**src/design/ffha_ram.sv**
```systemverilog
// Generic simple dual-port RAM, one write port and one registered read port.
module ffha_ram #(
  parameter int WIDTH = 8,
  parameter int DEPTH = 16
) (
  input  logic                     clk_i,
  input  logic                     we_i,
  input  logic [$clog2(DEPTH)-1:0] waddr_i,
  input  logic [WIDTH-1:0]         wdata_i,
  input  logic                     re_i,
  input  logic [$clog2(DEPTH)-1:0] raddr_i,
  output logic [WIDTH-1:0]         rdata_o
);

  logic [WIDTH-1:0] mem_q [DEPTH];
  logic [WIDTH-1:0] rdata_q;

  always_ff @(posedge clk_i) begin
    if (we_i) begin
      mem_q[waddr_i] <= wdata_i;
    end
    if (re_i) begin
      rdata_q <= mem_q[raddr_i];
    end
  end

  assign rdata_o = rdata_q;

endmodule

```
**config.mk**
```make
export PLATFORM = sky130hd
export DESIGN_NAME = ffha_ram
export DESIGN_NICKNAME = d
export VERILOG_FILES = /design/src/design/ffha_ram.sv
export SDC_FILE = /design/constraint.sdc
export NUM_CORES = 1
export LEC_CHECK = 0
export BUFFER_PORTS_ARGS = -buffer_cell sky130_fd_sc_hd__buf_2
export CAP_MARGIN = 20
export CORE_MARGIN = 2
export CORE_UTILIZATION = 60
export DETAILED_ROUTE_END_ITERATION = 6
export PLACE_DENSITY = 0.87
export SETUP_SLACK_MARGIN = 0.1
export SLEW_MARGIN = 20
export SYNTH_ARGS = -nofsm -noshare
export SYNTH_HDL_FRONTEND = slang
export SYNTH_SLANG_ARGS = --single-unit
```
**constraint.sdc**
```tcl
create_clock -name clk_i -period 2 [get_ports clk_i]
set_clock_uncertainty 0.15 [all_clocks]
set_input_delay 0.1 -clock clk_i [delete_from_list [all_inputs] [get_ports clk_i]]
set_output_delay 0.1 -clock clk_i [all_outputs]
set_load 0.01 [all_outputs]
```
[Word level (Yosys, flattened, before mapping)]
Memory sizes are Yosys's and may differ from the RTL's. A register that Yosys moved wholly into a read port is not among the register bits.
Index checks and enable logic that the tools add are counted.
Storage, ports and cells
  register bits: 0
  RAM bits: 128
  input bits: 19
  memories: 1
Cells by class
  muxes and demuxes: 2
Memories
  mem_q: depth 16, width 8, read ports 1, clocked after Yosys merged registers in 1, wr ports 1, line 15  | logic [WIDTH-1:0] mem_q [DEPTH];
Operators by type and width (count)
  2-to-1 mux 1 bit: 2

[Depth between registers and ports, before layout]
  depth in word-level cells: 2
  gate-level depth with buffers: 5
  gate-level depth less buffers: 3

[Least setup slack after synthesis]
Ideal clock, no wire load.
  kind: input -> register
  start point: input port waddr_i[2]
  end point: memory mem_q[0][0] (enable)
  arrival time: 1.210 ns
  required time: 1.467 ns
  slack: 0.257 ns
  stages on the path: 2
  buffers on the path: 0
  cells stage by stage: or3b_2 > nor3_1
RTL lines
  from (decl): line 8  | input logic [$clog2(DEPTH)-1:0] waddr_i,
  to (decl): line 15
Straight into the memory's write port.

[Worst setup path after layout]
  start point: input port waddr_i[1]
  end point: memory mem_q[4][2] (enable)
Straight into the memory's write port.

==> flow_summary.toml <==
[cts]
numCtsBuffers = 17
cts.hold.buffers_added = 12
cts_tree = "yes"
worst_skew_pair.late_latency_ns = 0.52
cts_resized = 0
cts.clk_slew.worst_paths_ns = 0.06
cts-root-buf = "clkbuf_8"
cts.repair_timing.setup_buffer_count = 0
clkSinkCount = 136
clock_tree.buffer_depth = 2
cts.htree.levels = 4

[routing]
route.final.wire_length_mm = 10.59
drc = 0
route.detailed.vias_per_inst = 6.373
drt_first_pass_iters = 5
vias_post_dr = 2664
drt_iter0_drc = 220
route.detailed.wl_per_inst_um = 25.33
drt.antenna.violating_nets = 0

[hold_path]
hold_path_class = "input pin to flop"
worstHoldStart = "raddr_i[1]"

[worst_setup_path]
worst_ep_arrival_time_ns = 1.79
crit_type = "input pin to flop"
worst_setup_path_startpoint = "waddr_i[1]"
timing.critical_path.fanout_max = 8
critPathCaptureType = "flop"
cp_data_required_time_ns = 2.06
cpPeakStageDelay_ns = 0.60
startpoint_type = "input pin"
critical_path.reg2reg.startpoint = "mem_q[4][3]"
crit_path_top_delay_cell = "dlygate4sd3_1"
critical_path.cell_chain = "dlygate4sd3_1 > buf_2 > nor3_1 > dlygate4sd3_1 > buf_4"
path_common_cell = "dlygate4sd3_1"

[sta]
period_share_pct = 86.53
timing.final.crit_period_ns = 1.731
unrepaired_setup_endpoints_after_global_routing = "no"
finalWorstSetupSlack_ns = 0.2694
max_freq_mhz = 577.8
count_of_final_max_slew_check_failures = 0
setup_viol_count_final = 0
hold_violations = 0
fin_tns_setup_ns = 0
worst_slew_pin_slew_ns = 0.6492
maxSlewHeadroom_pct = 56.56

[synth]
synth_top_area_cell = "edfxtp_1"
synth_top_cells_by_count = "edfxtp_1, mux4_2, a22oi_1"
synthesis.instances = 229
postSynthAreaPerCell_um2 = 22.83
synth-seq-area-share_pct = 78.12
yosys_most_used_dff = "edfxtp_1"
synth_most_common_cell = "edfxtp_1"
synth.distinct_cells = 18
asyncSetResetFlopFracSynth_pct = 0
synth.ff_latch_count = 136
synth_edf_count = 136
postSynthNetCount = 248
synth.area.top_cells = "edfxtp_1, mux4_2, mux4_1"
synth_top_area_share_pct = 78.12
synthesis.yosys.warnings = 0
synthesis.area_um2 = 5228

[power_and_ir_drop]
report.power.total_mw = 6.952
vdd_ir_drop_max_mv = 0.6570
powerDensity_nw_per_um2 = 1094
leakage_nw = 2.193

[global_routing]
global_route.usage.total_pct = 24.55
global_route_wire_length_before_repair_mm = 16.28
grt_pass1_vias = 2748
grt_max_degree = 18
grt_antenna_before_repair = 0
overflow = 0

[die]
starting_density_of_the_core_pct = 60.83
pin_count = 27
num_rows = 34
fp.dieW_um = 97.34
core-area_um2 = 8593
fp.dieH_um = 97.34
dieArea_um2 = 9475

[placed_design]
place_worst_setup_slack_ns = 0.2283
gp_congestion = 0.7323
portBuffers = 26
hpwl_mm = 6.106

[outcome]
run_status = "completed"

[run]
maxCapViolations = 0

[layout]
layout-drive-gt1-share_pct = 30.32
antenna_cells = 0
syn2layout_area_growth_pct = 21.61
design.final.nets = 316
[power by group]
group	internal, mW	switching (mW)	leakage, nW
Combinational	0.143	0.176	0.646
Clock	2.28	1.12	0.311
Sequential	3.21	0.0189	1.24
[cell type report]
cell class,count,area [µm²]
Multi-Input combinational cell,83,1057
Fill cell,464,2236
Timing Repair Buffer,59,432.9
Clock inverter,12,222.7
Tap cell,108,135.1
Sequential cell,136,4084
Clock buffer,20,425.4
[cell usage in the layout, fill, tap and decap left out, types with 2 or more instances in the layout]
cell type,n
edfxtp_1,136
buf_2,26
nor2_1,13
buf_4,19
nor3_1,4
mux4_2,18
clkbuf_16,16
dlygate4sd3_1,12
clkbuf_1,3
buf_12,2
nand3b_1,2
bufinv_16,6
nand2_1,9
clkinv_4,2
mux4_1,14
a22oi_1,16
nand2b_1,2
[per-layer routing]
layer | wire [µm] | vias to the layer above | track usage (%) | share of wire, %
li1 | - | 1120 | - | -
met2 | 5227 | 170 | 36.97 | 49
met5 | 0 | - | 0 | 0
met1 | 4140 | 1349 | 33.42 | 39
met4 | 325 | 0 | 11.00 | 3.1
met3 | 896 | 25 | 8.201 | 8.5
[flip-flops by register name, summed over array words and instances (netlist names)]
register	cells
rdata_o	8
mem_q	128
[per-stage QoR]
stage          cells  area, µm²  hold WS [ns]  util, %
5_1_grt          418       6357       0.09397    73.98
3_3_place_gp     374       5589        0.3327    65.04
2_1_floorplan    229       5228       0.04887        -
3_5_place_dp     374       5589        0.3433    65.04
4_1_cts          418       6357       0.07407    73.98
6_report         418       6357       0.09756    73.98
[cell families after synthesis]
family	Yosys count	share of synthesized area, %
muxes	32	14.79
DFF	136	78.12
AOI/OAI and AO/OA	16	2.298
and+or+nand+nor	35	3.136
buffers and inverters	10	1.651
[worst max-delay path, delay by kind of cell]
kind,cells,cell delay [ns]
buffers and inverters,4,1.48
AND/OR/NAND/NOR,1,0.22
[worst paths after layout]
| kind | to | slack [ns] | cells past startpoint |
|---|---|---|---|
| max reg2reg | rdata_o[3] | 0.28 | 3 |
| min reg2reg | rdata_o[5] | 0.61 | 3 |
| min | rdata_o[7] | 0.1 | 4 |
| max | mem_q[4][2] | 0.27 | 5 |
Note: power is estimated with default switching activity, not from simulation.
